--- config.mk ---
export PLATFORM = sky130hd
export DESIGN_NAME = ssh_front
export DESIGN_NICKNAME = d
export VERILOG_FILES = /design/src/design/ssh_pkg.sv /design/src/design/ssh_front.sv
export SDC_FILE = /design/constraint.sdc
export NUM_CORES = 1
export LEC_CHECK = 0
export BUFFER_PORTS_ARGS = -buffer_cell sky130_fd_sc_hd__buf_2
export CAP_MARGIN = 20
export CORE_AREA = 2 2 226 228
export CTS_CLUSTER_DIAMETER = 40
export DETAILED_ROUTE_END_ITERATION = 8
export DIE_AREA = 0 0 228 230
export PLACE_DENSITY = 0.68
export SKIP_CTS_REPAIR_TIMING = 1
export SLEW_MARGIN = 25
export SYNTH_ARGS = -nofsm -noshare
export SYNTH_HDL_FRONTEND = slang
export SYNTH_SLANG_ARGS = --single-unit
--- constraint.sdc ---
create_clock -name clock -period 11.1 [get_ports clock]
set_input_delay 0 -clock clock [delete_from_list [all_inputs] [get_ports clock]]
set_output_delay 0 -clock clock [all_outputs]
set_load 0.01 [all_outputs]
--- src/design/ssh_pkg.sv ---
`timescale 1ns / 1ps
// Shared types, constants and fixed-point helpers for the stencil shear and heat flux block.
// Used by every module of the block; depends on nothing.
package ssh_pkg;

   // Number format
   localparam int DW     = 32;            // word width
   localparam int FB     = 16;            // fraction bits
   localparam int DIFF_W = DW + 1;        // difference of two words
   localparam int DIVN_W = DIFF_W + FB;   // scaled dividend magnitude
   localparam int REM_W  = DIFF_W + 1;    // divider partial remainder
   localparam int DCNT_W = $clog2(DIVN_W + 1);
   localparam int STEP_W = 4;

   typedef logic signed [DW-1:0]     word_type;
   typedef logic signed [DIFF_W-1:0] diff_type;

   localparam word_type W_MAX = {1'b0, {(DW-1){1'b1}}};
   localparam word_type W_MIN = {1'b1, {(DW-1){1'b0}}};
   localparam logic signed [2*DW-1:0] P_MAX = (2*DW)'(W_MAX);
   localparam logic signed [2*DW-1:0] P_MIN = (2*DW)'(W_MIN);

   // Configuration register indexes and reset values
   localparam logic CSR_INV_RE_TAU    = 1'b0;
   localparam logic CSR_INV_RE_TAU_PR = 1'b1;
   localparam word_type INV_RE_TAU_RST    = DW'(655);
   localparam word_type INV_RE_TAU_PR_RST = DW'(917);

   typedef struct packed {
      word_type centre_pos;
      word_type visc_lam;
      word_type visc_turb;
      word_type velocity;
      word_type density;
      word_type diff_lam;
      word_type diff_turb;
      word_type enthalpy;
      word_type heat_cap;
      logic     last_cell;
   } cell_type;

   typedef struct packed {
      word_type shear_lam;
      word_type shear_turb;
      word_type heat_lam;
      word_type heat_turb;
      logic     last_result;
   } result_type;

   typedef enum logic [2:0] {
      ST_IDLE,
      ST_DIV_T,
      ST_DIV_W,
      ST_DIV_G,
      ST_MUL,
      ST_EMIT
   } state_type;

   // floor((a + b) / 2); always within the word range
   function automatic word_type half_avg(input word_type a, input word_type b);
      diff_type s;
      s = diff_type'(a) + diff_type'(b);
      return s[DIFF_W-1:1];
   endfunction

   // Q product with floor shift and saturation
   function automatic word_type mul_q(input word_type a, input word_type b);
      logic signed [2*DW-1:0] p;
      logic signed [2*DW-1:0] s;
      p = (2*DW)'(a) * (2*DW)'(b);
      s = p >>> FB;
      if (s > P_MAX) return W_MAX;
      if (s < P_MIN) return W_MIN;
      return s[DW-1:0];
   endfunction

   // Difference of two words, one bit wider
   function automatic diff_type sub_w(input word_type a, input word_type b);
      return diff_type'(a) - diff_type'(b);
   endfunction

endpackage

--- src/design/ssh_front.sv ---
`timescale 1ns / 1ps
// Front end: two-entry request queue that decouples intake from the compute sequencer.
// Depends on ssh_pkg.
module ssh_front (
   input  logic             clock,
   input  logic             reset,
   input  logic             push,
   input  ssh_pkg::cell_type push_cell,
   output logic             full,
   output logic             head_valid,
   output ssh_pkg::cell_type head_cell,
   input  logic             head_pop
);
   import ssh_pkg::*;

   cell_type    mem_ff [2];
   logic        wr_ptr_ff, wr_ptr_in;
   logic        rd_ptr_ff, rd_ptr_in;
   logic [1:0]  count_ff, count_in;
   logic        do_push;

   assign full       = (count_ff == 2'd2);
   assign head_valid = (count_ff != 2'd0);
   assign head_cell  = mem_ff[rd_ptr_ff];
   assign do_push    = push && !full;

   // Advance pointers and occupancy
   always_comb begin
      wr_ptr_in = wr_ptr_ff;
      rd_ptr_in = rd_ptr_ff;
      count_in  = count_ff;
      if (do_push) begin
         wr_ptr_in = !wr_ptr_ff;
      end
      if (head_pop && head_valid) begin
         rd_ptr_in = !rd_ptr_ff;
      end
      count_in = count_ff + 2'(do_push) - 2'(head_pop && head_valid);
   end

   always_ff @(posedge clock) begin
      if (reset) begin
         wr_ptr_ff <= 1'b0;
         rd_ptr_ff <= 1'b0;
         count_ff  <= '0;
      end else begin
         wr_ptr_ff <= wr_ptr_in;
         rd_ptr_ff <= rd_ptr_in;
         count_ff  <= count_in;
      end
   end

   // Store the request
   always_ff @(posedge clock) begin
      if (do_push) begin
         mem_ff[wr_ptr_ff] <= push_cell;
      end
   end

endmodule

==> impl_metrics.env, run 1 <==
export IMPL_outcome="finished clean"
export IMPL_initial_core_util_pct=43.9
export IMPL_cpMaxStageDelayCell="dfxtp_4"
export IMPL_max_clock_freq_mhz=253
export IMPL_cts_buffers=79
export IMPL_ys_ff_latch=583
export IMPL_die_h_um=230
export IMPL_irDropWorstVdd_v=0.000239
export IMPL_antenna_found_initial=3
export IMPL_path_max_fanout=58
export IMPL_cp_data_required_time_ns=11.10
export IMPL_crit_path_start_kind="flop"
export IMPL_cp_depth=4
export IMPL_cts_buffer_depth=3
export IMPL_track_usage_pct=17.7
export IMPL_crit_path_frequent_cell="buf_4"
export IMPL_power_density_nw_per_um2=225
export IMPL_fin_skew_ns=0.0255
export IMPL_coreArea_um2=49900
export IMPL_worstHoldPathCells=2
export IMPL_first_global_vias=11700
export IMPL_die_w_um=228
export IMPL_num_rows=82
export IMPL_setup_tns_ns=0
export IMPL_yosysWarnings=0
export IMPL_path_cells="buf_4 -> buf_4 -> mux2_4 -> buf_2"
export IMPL_post_route_min_period_ns=3.96
export IMPL_grt_overflow_total=0
export IMPL_grt_pass1_wl_um=69600
export IMPL_syn_area_um2=21900
export IMPL_place_gp_congestion=0.824
export IMPL_dieArea_um2=52400
export IMPL_worstMarginPinSlew_ns=1.06
export IMPL_nets=2154
export IMPL_reg2regPathDepth=6
export IMPL_maxCapViolCount=0
export IMPL_remaining_drc_errors=0
export IMPL_worstSetupPathType="reg2out"
export IMPL_clk_latency_ns=0.61
export IMPL_drt_iter0_drc=791
export IMPL_seq_area_frac_synth_pct=79.7
export IMPL_synth_fp_nets=1220
export IMPL_arrival_ns=3.96
export IMPL_hold_viol_final=0
export IMPL_ios=584
export IMPL_cts_tree="done"
export IMPL_synth_distinct_cells=20
export IMPL_finalWirelength_um=52600
export IMPL_power_uw=7010
export IMPL_path_clk_slew_ns=0.06
export IMPL_grt_setup_unrepaired="false"
export IMPL_cp_top_family="buffers and inverters"
export IMPL_wl_per_cell_um=20.2
export IMPL_fin_util_pct=62.6
export IMPL_drtAntennaViolNets=0
export IMPL_cts_sinks=583
export IMPL_syn_to_final_growth_pct=42.4
export IMPL_crit_path_end_kind="output port"
export IMPL_h_tree_depth=3
export IMPL_hold_path_class="in2reg"
export IMPL_path_buf_inv=3
export IMPL_vias=12300
export IMPL_maxSlewHeadroom_pct=29.6
export IMPL_avgSynthCellArea_um2=23.7
export IMPL_root_buffer="clkbuf_16"
export IMPL_dp_hpwl_um=32800
export IMPL_fin_crit_sh_pct=35.6
export IMPL_port_buffers=583
export IMPL_netlist_instances=925
export IMPL_viasPerCell=4.75
export IMPL_first_pass_iters=4
export IMPL_cp_slowest_stage_delay_ns=0.95
export IMPL_drive_gt1_share_pct=52.9
export IMPL_maxSlewViolCount=0
export IMPL_leakage_uw=0.0122
export IMPL_grt_max_degree=152
export IMPL_finalSetupViolations=0
-- metrics by stage --
| stage | instances | instance area, um^2 | hold WS [ns] | worst slack (ns) |
|---|---|---|---|---|
| 2_1_floorplan | 925 | 21900 | 0.0691 | 3.31 |
| 3_3_place_gp | 2156 | 25500 | 0.187 | 7.39 |
| 3_5_place_dp | 2156 | 25500 | 0.191 | 7.35 |
| 4_1_cts | 2304 | 28200 | -0.464 | 7.14 |
| 5_1_grt | 2600 | 31200 | 0.0936 | 6.95 |
| 6_report | 2601 | 31200 | 0.118 | 7.14 |
-- Yosys cell counts, drive strengths merged --
| library cell | n | area share [%] |
|---|---|---|
| edfxtp | 578 | 79 |
| mux2 | 289 | 18 |
| buf | 32 | 1.4 |
| dfxtp | 5 | 0.46 |
| inv | 4 | 0.069 |
| nor2 | 3 | 0.051 |
| ha | 2 | 0.11 |
| xnor2 | 2 | 0.080 |
| a21oi | 1 | 0.023 |
| and3 | 1 | 0.029 |
| nand2 | 1 | 0.017 |
| nand2b | 1 | 0.029 |
| nor2b | 1 | 0.029 |
| o21a | 1 | 0.034 |
| o21ai | 1 | 0.023 |
| or2 | 1 | 0.029 |
| or3 | 1 | 0.029 |
| xor2 | 1 | 0.040 |
-- flip-flops by register name (all words and copies together) (netlist names), named ones only --
register and count:
count_ff 2, mem_ff 578, rd_ptr_ff 1, wr_ptr_ff 1
-- power breakdown --
group          total (uW)  leakage [uW]  internal, uW  switching [uW]
Sequential           2840       0.00544          2740             100
Clock                2590       0.00133          1600             985
Combinational        1590       0.00541           801             786
Total                7010        0.0122          5140            1870
-- final timing paths --
| check | from | endpoint | slack (ns) |
|---|---|---|---|
| max | flop | head_cell[177] | 7.14 |
| min | push_cell[163] | mem_ff[1][163]$_DFFE_PP_ | 0.12 |
| max reg2reg | count_ff[0]$_SDFF_PP0_ | mem_ff[0][148]$_DFFE_PP_ | 7.33 |
| min reg2reg | rd_ptr_ff$_SDFFE_PP0P_ | rd_ptr_ff$_SDFFE_PP0P_ | 0.52 |
-- worst register-to-register path, stage by stage, from the launching register on --
cell	delay [ns]
dfxtp_1	0.37
nand2b_1	0.18
inv_1	0.10
or3_1	0.43
inv_8	0.41
buf_4	0.86
buf_4	0.95
-- final cells by class --
class                      count  area [um^2]
clock buffer                  91         2100
antenna                        3         7.51
inverter                       4         22.5
tap                          672          841
timing repair buffer         885         5960
fill                        3425        18700
clock inverter                57          689
multi-input combinational    306         4130
sequential                   583        17500
-- cell usage in the layout, fill, tap and decap left out, types with 4 or more instances in the layout --
master         instances
dfxtp_1                4
edfxtp_1             578
clkinvlp_4            10
mux2_2                89
inv_8                  6
clkinv_2               6
clkinv_1               6
mux2_4               200
clkbuf_16             82
bufinv_16              9
buf_4                  6
buf_2                583
clkinv_4               9
inv_6                  8
clkbuf_1               8
dlygate4sd3_1        293
-- logic make-up after synthesis --
kind of cell               share of synthesized area (%)
and+or+nand+nor                                    0.211
AOI/OAI and AO/OA                                 0.0799
DFF                                                 79.7
muxes                                               18.3
adders and majority gates                          0.114
buffers and inverters                               1.51
xor gates and xnor gates                           0.120
-- routing by layer --
| layer | global-route usage, % | part of all wire [%] | vias up |
|---|---|---|---|
| li1 | - | - | 5593 |
| met1 | 20.3 | 38 | 6136 |
| met2 | 29.5 | 53 | 514 |
| met3 | 6.92 | 7.0 | 100 |
| met4 | 7.97 | 2.5 | 2 |
| met5 | 0 | 0.021 | - |
Note: power is estimated with default switching activity, not from simulation.
==> inputs of run 2 (changes only) <==
Settings changed: PLACE_DENSITY 0.68 to 0.71.
Clock period 11.1 ns to 3.4 ns, I/O delays scaled along.
==> impl_metrics.env, run 2 (synthesis gave the netlist of run 1 again) <==
export IMPL_cts_buffers=78
export IMPL_stdcell_area_um2=31300
export IMPL_final_common_cell="buf_2"
export IMPL_cts_tree="done"
export IMPL_nets=2173
export IMPL_final_cell_mix="buf_2, edfxtp_1, dlygate4sd3_1"
export IMPL_r2r_start="count_ff[0]$_SDFF_PP0_"
export IMPL_cts_buffer_depth=3
export IMPL_crit_path_end_kind="output port"
export IMPL_layout_top_registers="mem_ff x578, count_ff x2"
export IMPL_hold_path_class="in2reg"
export IMPL_syn_to_final_growth_pct=43.1
export IMPL_fin_crit_sh_pct=72.1
export IMPL_grt_setup_unrepaired="false"
export IMPL_fin_skew_ns=0.0275
export IMPL_grt_max_degree=93
export IMPL_viasPerCell=4.84
export IMPL_port_buffers=583
export IMPL_largest_reg_flops=578
export IMPL_remaining_drc_errors=0
export IMPL_maxSlewViolCount=0
export IMPL_worstHoldStart="push_cell[45]"
export IMPL_power_uw=22800
export IMPL_hold_worst_slack_ns=0.111
export IMPL_drt_iter0_drc=789
export IMPL_path_max_fanout=36
export IMPL_post_route_min_period_ns=2.45
export IMPL_dieArea_um2=52400
export IMPL_place_gp_congestion=0.814
export IMPL_leakage_uw=0.0122
export IMPL_maxSlewHeadroom_pct=59.2
export IMPL_dp_hpwl_um=33600
export IMPL_crit_path_start_kind="flop"
export IMPL_h_tree_depth=3
export IMPL_finalSetupViolations=0
export IMPL_path_clk_slew_ns=0.06
export IMPL_max_clock_freq_mhz=408
export IMPL_maxCapViolCount=0
export IMPL_grt_overflow_total=0
export IMPL_first_global_vias=11900
export IMPL_first_pass_iters=5
export IMPL_r2r_slack_ns=1.17
export IMPL_grt_pass1_wl_um=70800
export IMPL_power_density_nw_per_um2=728
export IMPL_drive_gt1_share_pct=53.4
export IMPL_irDropWorstVdd_v=0.000498
export IMPL_reg2regPathDepth=6
export IMPL_worstSetupPathType="reg2out"
export IMPL_finalWirelength_um=55500
export IMPL_largest_register="mem_ff"
export IMPL_min_to="mem_ff[0][45]$_DFFE_PP_"
export IMPL_worstMarginPinSlew_ns=0.612
export IMPL_track_usage_pct=18.0
export IMPL_root_buffer="clkbuf_16"
export IMPL_place_area_um2=25800
export IMPL_worstHoldPathCells=2
export IMPL_num_rows=82
export IMPL_hold_viol_final=0
export IMPL_coreArea_um2=49900
export IMPL_cts_sinks=583
export IMPL_ios=584
export IMPL_wl_per_cell_um=21.2
export IMPL_die_w_um=228
export IMPL_reg2reg_to="mem_ff[0][135]$_DFFE_PP_"
export IMPL_drtAntennaViolNets=0
export IMPL_cp_data_required_time_ns=3.40
export IMPL_arrival_ns=2.45
export IMPL_vias=12700
export IMPL_antenna_found_initial=5
export IMPL_clk_latency_ns=0.61
export IMPL_outcome="finished clean"
export IMPL_initial_core_util_pct=43.9
export IMPL_die_h_um=230
run 2: changes by cell type in the layout (fill, tap and decap cells not counted), sizes merged:
cell,change
buf,+21
bufinv,-3
clkbuf,-1
clkinv,-1
clkinvlp,+2
dlygate4sd3,-1
run 2: final cells by class:
type	instances	area, um^2
Sequential cell	583	17500
Multi-Input combinational cell	306	4140
Tap cell	672	841
Antenna cell	3	7.51
Fill cell	3339	18500
Clock buffer	90	2080
Clock inverter	55	556
Inverter	4	21.3
Timing Repair Buffer	905	6240
run 2: worst max path at each step:
stage	cells past startpoint	end	from	slack (ns)
finish	4	head_cell[252]	flop	0.95
global route	4	head_cell[13]	flop	0.80
CTS	4	head_cell[13]	flop	0.85
detailed placement	6	mem_ff[0][120]$_DFFE_PP_	count_ff[0]$_SDFF_PP0_	1.15
global placement	6	mem_ff[0][122]$_DFFE_PP_	count_ff[0]$_SDFF_PP0_	1.19
floorplan	4	mem_ff[0][0]$_DFFE_PP_	count_ff[0]$_SDFF_PP0_	-1.95
run 2: stage by stage:
step,setup WS [ns],TNS [ns],std cells,utilization (%)
5_1_grt,0.798,0,2618,62.9
3_5_place_dp,1.15,0,2178,51.7
6_report,0.948,0,2618,62.9
2_1_floorplan,-1.95,-863.44,925,-
4_1_cts,0.851,0,2323,57.0
3_3_place_gp,1.19,0,2178,51.7
run 2: worst max-delay path, stage by stage (launching register included):
cell and delay [ns]:
dfxtp_4 0.66, buf_12 0.32, buf_12 0.28, mux2_4 0.34, buf_2 0.15
run 2: layer usage:
layer / wire, um / vias up / global-route usage (%)
li1: - / 5632 / -
met1: 20500 / 6293 / 20.6
met2: 28900 / 620 / 30.1
met3: 4600 / 116 / 6.94
met4: 1540 / 4 / 8.09
met5: 28 / - / 0
run 2: power breakdown:
part / internal, uW / leakage (uW) / switching [uW]
registers: 8920 / 0.00544 / 271
clock network: 4940 / 0.00125 / 3220
logic: 2730 / 0.00555 / 2740
total: 16600 / 0.0122 / 6230
